`src/rtl/byte_memory_endian_access_macros.svh`:
```
// Assertion macros for the byte memory top level
`ifndef BYTE_MEMORY_ENDIAN_ACCESS_MACROS_SVH
`define BYTE_MEMORY_ENDIAN_ACCESS_MACROS_SVH
`ifndef SYNTHESIS
`define BME_ASSERT_IMP(lbl, clk, rst_n, ante, cons) \
	lbl: assert property (@(posedge clk) disable iff (!rst_n) (ante) |-> (cons)) \
		else $error("byte memory check failed");
`define BME_ASSERT_NXT(lbl, clk, rst_n, ante, cons) \
	lbl: assert property (@(posedge clk) disable iff (!rst_n) (ante) |=> (cons)) \
		else $error("byte memory check failed");
`else
`define BME_ASSERT_IMP(lbl, clk, rst_n, ante, cons)
`define BME_ASSERT_NXT(lbl, clk, rst_n, ante, cons)
`endif
`endif

```
`src/rtl/bme_pkg.sv`:
```
// Constants and types of the byte memory
package bme_pkg;
	localparam int MEM_BYTES = 65536;
	localparam int ADDR_W = (MEM_BYTES > 4) ? $clog2(MEM_BYTES) : 2;
	localparam int BANKS = 4;
	localparam int BANK_ROWS = (MEM_BYTES + BANKS - 1) / BANKS;
	localparam int ROW_W = (BANK_ROWS > 1) ? $clog2(BANK_ROWS) : 1;

	localparam logic CMD_READ = 1'b0;
	localparam logic CMD_WRITE = 1'b1;

	localparam logic [1:0] SIZE_BYTE = 2'd0;
	localparam logic [1:0] SIZE_HALF = 2'd1;
	localparam logic [1:0] SIZE_WORD = 2'd2;

	typedef struct packed {
		logic             we;
		logic             re;
		logic [ROW_W-1:0] row;
		logic [7:0]       wdata;
		logic [1:0]       lane;
	} bank_req_t;
endpackage

```
`src/rtl/bme_steer.sv`:
```
// Address rotation: maps one access onto the four byte banks
module bme_steer (
	input  logic               fire,
	input  logic               big_endian,
	input  logic               command,
	input  logic [1:0]         access_size,
	input  logic [31:0]        address,
	input  logic [31:0]        write_data,
	output logic               oor,
	output logic [3:0]         hit,
	output bme_pkg::bank_req_t bank [bme_pkg::BANKS]
);
	logic [2:0] n;
	logic [1:0] a0;
	logic [bme_pkg::ROW_W-1:0] row0;

	always_comb begin
		case (access_size)
			bme_pkg::SIZE_BYTE: n = 3'd1;
			bme_pkg::SIZE_HALF: n = 3'd2;
			default:            n = 3'd4;
		endcase
	end

	assign a0 = address[1:0];
	assign row0 = bme_pkg::ROW_W'(address >> 2);
	assign oor = ({1'b0, address} + 33'(n)) > 33'(bme_pkg::MEM_BYTES);

	always_comb begin
		logic [1:0] off;
		logic [2:0] rev;
		logic       en;
		for (int b = 0; b < bme_pkg::BANKS; b++) begin
			off = 2'(b) - a0;
			rev = n - 3'd1 - {1'b0, off};
			en = !oor && ({1'b0, off} < n);
			bank[b].lane = big_endian ? rev[1:0] : off;
			bank[b].row = row0 + bme_pkg::ROW_W'(2'(b) < a0);
			bank[b].wdata = write_data[8 * bank[b].lane +: 8];
			bank[b].we = fire && en && (command == bme_pkg::CMD_WRITE);
			bank[b].re = fire && en && (command == bme_pkg::CMD_READ);
			hit[b] = en && (command == bme_pkg::CMD_READ);
		end
	end
endmodule

```
`config.mk`:
```
export PLATFORM = sky130hd
export DESIGN_NAME = bme_steer
export DESIGN_NICKNAME = d
export VERILOG_FILES = /design/src/rtl/byte_memory_endian_access_macros.svh /design/src/rtl/bme_pkg.sv /design/src/rtl/bme_steer.sv
export SDC_FILE = /design/constraint.sdc
export NUM_CORES = 1
export LEC_CHECK = 0
export ABC_AREA = 1
export CAP_MARGIN = 20
export CORE_ASPECT_RATIO = 1.2
export CORE_UTILIZATION = 45
export DETAILED_ROUTE_END_ITERATION = 6
export DONT_BUFFER_PORTS = 1
export PLACE_DENSITY_LB_ADDON = 0.1
export SYNTH_ARGS = -nofsm -noshare
export SYNTH_HDL_FRONTEND = slang
export SYNTH_SLANG_ARGS = --single-unit
```
`constraint.sdc`:
```
create_clock -name vclk -period 4.02
set_input_delay 0.804 -clock vclk [all_inputs]
set_output_delay 0.804 -clock vclk [all_outputs]
set_load 0.02 [all_outputs]
```
Yosys cells after proc, flatten, opt, wreduce, memory -nomap -nowiden
Cells that the tools add are included.
{ "totals": {"register_bits": 0, "wordCells": 56} }
{ "op_classes": {"add_sub_neg": 14, "order_cmp": 9, "eq_ne": 1, "shifts": 4, "muxes": 5, "n_bitwise": 1, "reduce_logical": 22} }
{ "op_table": {"columns": ["operator", "n"], "rows": [
  ["32-bit by 6-bit indexed part select with 8-bit output", 4],
  ["14-bit by 1-bit adder with 14-bit output", 4],
  ["32-bit by 3-bit adder with 33-bit output", 1],
  ["33-bit by 17-bit > comparator with 1-bit output (second input constant)", 1],
  ["1-bit logical AND", 20],
  ["2-bit by 3-bit < comparator with 1-bit output", 4],
  ["2-bit 2-to-1 mux", 4],
  ["2-bit subtractor", 4],
  ["3-bit one-hot mux with 2 select lines", 1],
  ["1-bit by 2-bit < comparator with 1-bit output (first input constant)", 2],
  ["2-bit < comparator (first input constant)", 2],
  ["1-bit by 2-bit subtractor with 2-bit output (first input constant)", 2],
  ["2-bit subtractor (first input constant)", 2],
  ["2-bit by 1-bit == test with 1-bit output (second input constant)", 1],
  ["2-bit zero test", 1],
  ["2-bit by 1-bit subtractor with 2-bit output (second input constant)", 1],
  ["1-bit zero test", 1],
  ["1-bit NOT", 1]
]} }

Logic depth before layout (Yosys ltp)
{ "logic_depth": {"depth_word": 8, "mapped_depth": 20} }

Worst setup path before layout
Ideal clock, no wire load.
{ "synth_path": {"kind": "input port to output port", "startpoint": "in access_size[1]", "endpoint": "out bank[102] in the netlist's numbering", "t_arrival_ps": 2742, "setup_slack_ps": 474, "path_stages": 18, "path_buffers": 0, "cell_sequence": "inv_4 -> nand2_1 -> ha_1 -> ha_1 -> inv_1 -> nand2_2 -> nand2_2 -> nand2_4 -> nand2_1 -> o21ai_1 -> nand2_1 -> nor2_1 -> nand2_1 -> nor2_1 -> nand3_1 -> nand2_4 -> nand3_2 -> nor2_1"} }
{ "synth_rtl": {"columns": ["item", "line_no", "source"], "rows": [
  ["start: declaration", "bme_steer.sv:6", "input logic [1:0] access_size,"],
  ["end: declaration", "bme_steer.sv:11", "output bme_pkg::bank_req_t bank [bme_pkg::BANKS]"]
]} }

==> results_tabular.tex <==
\begin{tabular}{lr}
\hline
Metric & Value \\
\hline
\multicolumn{2}{l}{\textbf{Status}} \\
\quad Run status & complete, no violations \\
\multicolumn{2}{l}{\textbf{Worst hold path}} \\
\quad Hold WC Path Type & in2out \\
\quad Terminating pin of the worst hold path & bank[18] \\
\quad Hold Crit Depth & 0 \\
\quad HP Start & address[10] \\
\multicolumn{2}{l}{\textbf{Floorplanning}} \\
\quad Area of the core region & 6810 um2 \\
\quad Die outline width & a little under 80 um \\
\quad Die Y & 93.8 um \\
\quad Initial core utilization & $\sim$46\% \\
\quad Boundary pin count & 178 \\
\quad Full die area & 7370 um2 \\
\quad Number of standard-cell rows in the floorplan & 33 \\
\multicolumn{2}{l}{\textbf{Global routing}} \\
\quad Number of global-route vias before repair & 3504 \\
\quad GRT Util Overall & 27.0\% \\
\quad Pin count of the biggest net entering global routing & 27 \\
\quad Wire length of the first global-routing pass & 16100 um \\
\quad Congestion Overflow GR & 0 \\
\quad Antenna violations before repair & 0 \\
\multicolumn{2}{l}{\textbf{Flow run}} \\
\quad Max-capacitance violation count & 0 \\
\multicolumn{2}{l}{\textbf{Setup path}} \\
\quad Category of the worst setup path capture point & primary output \\
\quad Start-to-end type of the worst setup path & in2out \\
\quad CP max stage delay & 0.28 ns \\
\quad CP Data Arrival Time & $\sim$3.0 ns \\
\quad List of cells traversed by the critical path & inv\_4 > nand2\_2 > ha\_4 > ha\_1 > inv\_1 > nand2\_2 > nand3\_1 > nand2\_2 > nand2\_1 > nand2\_1 > nand2\_1 > nor2\_1 > nand3\_1 > nor2\_1 > nand3\_2 > nand2\_4 > nand3\_2 > nor2\_4 \\
\quad Maximum fanout count along the critical path & 10 \\
\quad Crit path buf inv count & 2 \\
\quad Cell with the largest stage delay on the worst path & sky130\_fd\_sc\_hd\_\_ha\_4 \\
\quad Largest delay share family, worst path & simple AND/OR/NAND/NOR gates \\
\quad Critical Path RT & 3.22 ns \\
\quad Kind of start point of the critical path & input pin \\
\multicolumn{2}{l}{\textbf{STA}} \\
\quad Final setup vio count & 0 \\
\quad FMAX & 0.266 GHz \\
\quad Tightest slew margin relative to the limit & between 60 and 70\% \\
\quad Post-route minimum period & between 3 and 4 ns \\
\quad Setup ws final & 0.258 ns \\
\quad Worst-margin pin slew & approximately 0.57 ns \\
\quad Final Max Slew Viols & 0 \\
\quad Final period util & 93.6\% \\
\quad Worst Hold Slack & about 1.6 ns \\
\quad Hold Violations, Final & 0 \\
\quad RSZ-0062 raised after global routing & false \\
\quad Aggregate negative setup slack & 0 ns \\
\multicolumn{2}{l}{\textbf{Cells and area}} \\
\quad Inserted Diodes & 0 \\
\quad Layout clock buffer count & 0 \\
\quad Post-layout instance area & 3460 um2 \\
\quad Layout Utilization & roughly half \\
\quad Layout sequential cell count & 0 \\
\quad Share of cells above drive strength 1 & 17.8\% \\
\quad Area added between synthesis and finish & 9.30\% \\
\quad Post-layout nets & 688 \\
\quad Reg area & 0 um2 \\
\multicolumn{2}{l}{\textbf{Logic synthesis}} \\
\quad Syn nets & approximately 680 \\
\quad Post-synth top area share & 20.1\% \\
\quad Dominant cell by count in the synthesized netlist & sky130\_fd\_sc\_hd\_\_nand2\_1 \\
\quad Largest cells by area after synthesis & sky130\_fd\_sc\_hd\_\_nand2\_1 (20\%), sky130\_fd\_sc\_hd\_\_xor2\_1 (12\%), sky130\_fd\_sc\_hd\_\_nor2\_1 (9.6\%), sky130\_fd\_sc\_hd\_\_inv\_1 (8.1\%), sky130\_fd\_sc\_hd\_\_ha\_1 (6.7\%) \\
\quad Number of synthesis warnings & 0 \\
\quad Share of synthesized area occupied by flip-flops and latches & 0\% \\
\quad Mean area per synthesized cell & roughly 5.3 um2 \\
\quad Most area-hungry cell type in the Yosys netlist & sky130\_fd\_sc\_hd\_\_nand2\_1 \\
\quad Number of standard cells after synthesis & 592 \\
\quad Post-synth top cells & sky130\_fd\_sc\_hd\_\_nand2\_1 (169), sky130\_fd\_sc\_hd\_\_nor2\_1 (81), sky130\_fd\_sc\_hd\_\_inv\_1 (68) \\
\quad Synth Cell Area & 3160 um2 \\
\quad Synth unique cells & 33 \\
\multicolumn{2}{l}{\textbf{Pwr}} \\
\quad Ratio of total power to cell area & 150 nW/um2 \\
\quad VDD IR-drop max & 0.000124 V \\
\quad Leakage power & $\sim$0.0017 uW \\
\multicolumn{2}{l}{\textbf{Placement}} \\
\quad Setup slack at placement & 0.0842 ns \\
\quad Dpl cell area & 3350 um2 \\
\quad Final estimated routing congestion in global placement & 0.925 \\
\quad Post-DP HPWL & 8870 um \\
\quad IO buf count & 0 \\
\multicolumn{2}{l}{\textbf{Clocking}} \\
\quad Number of hold buffers added after cts & 0 \\
\quad Post-CTS repair timing setup buffer count & 0 \\
\quad CTS-repair resized insts & 0 \\
\multicolumn{2}{l}{\textbf{Route}} \\
\quad Average routed wire per standard cell & 15.2 um \\
\quad Antenna viol nets, final & 0 \\
\quad Number of search-and-repair iterations in the first detailed-routing pass & 5 \\
\quad Remaining routing DRC violations & 0 \\
\quad Mean number of vias per cell & 5.38 \\
\quad DRC violation total after the first TritonRoute iteration & 142 \\
\quad WL final & 10400 um \\
\quad Via count & 3697 \\
\hline
\end{tabular}
## routing by layer
| metal | up-vias | part of all wire [%] | global-route usage, % |
|---|---|---|---|
| met2 | 148 | 55 | 56.5 |
| li1 | 1863 | - | - |
| met1 | 1663 | 36 | 25.8 |
| met4 | 0 | 2.4 | 7.25 |
| met3 | 23 | 7.5 | 5.15 |
| met5 | - | 0 | 0 |
## layout make-up
class | instances | area, um2
well taps | 87 | 109
inverters | 82 | 317
fillers | 785 | 3360
repair buffers | 38 | 285
multi-input cells | 480 | 2750
## power breakdown
part	leakage [uW]	internal, uW	switching [uW]
logic	0.00169	177	342
clock network	0	0	0
registers	0	0	0
## cell usage in the layout (no fill, tap or decap), drive strengths merged
cell	n
clkinv	4
buf	38
a22oi	1
nand2	190
xnor2	2
nand3	33
mux2i	16
o21ai	52
nand3b	8
a21o	1
nand4	13
nor2	93
ha	17
a21oi	9
nor3	2
xor2	42
inv	78
a31oi	1
## metrics by stage
step,cells,total power [uW]
after detailed placement,686,514
after global routing,687,565
after floorplan,592,392
after global placement,686,511
final,687,519
after CTS,686,516
## how the worst max path moves through the flow
stage,from,endpoint,cells past startpoint
floorplan,access_size[1],bank[102],18
global placement,access_size[1],bank[24],19
detailed placement,access_size[1],bank[76],19
CTS,access_size[1],bank[76],19
global route,access_size[1],bank[50],19
finish,access_size[1],bank[50],18
## kinds of logic after synthesis
| group | Yosys count | synth area share (%) |
|---|---|---|
| AOI/OAI and AO/OA | 64 | 10.4 |
| xor gates and xnor gates | 44 | 12.2 |
| buffers and inverters | 113 | 16.5 |
| muxes | 16 | 5.07 |
| and+or+nand+nor | 338 | 49.1 |
| adders and majority gates | 17 | 6.73 |
(Power assumes the default switching activity.)
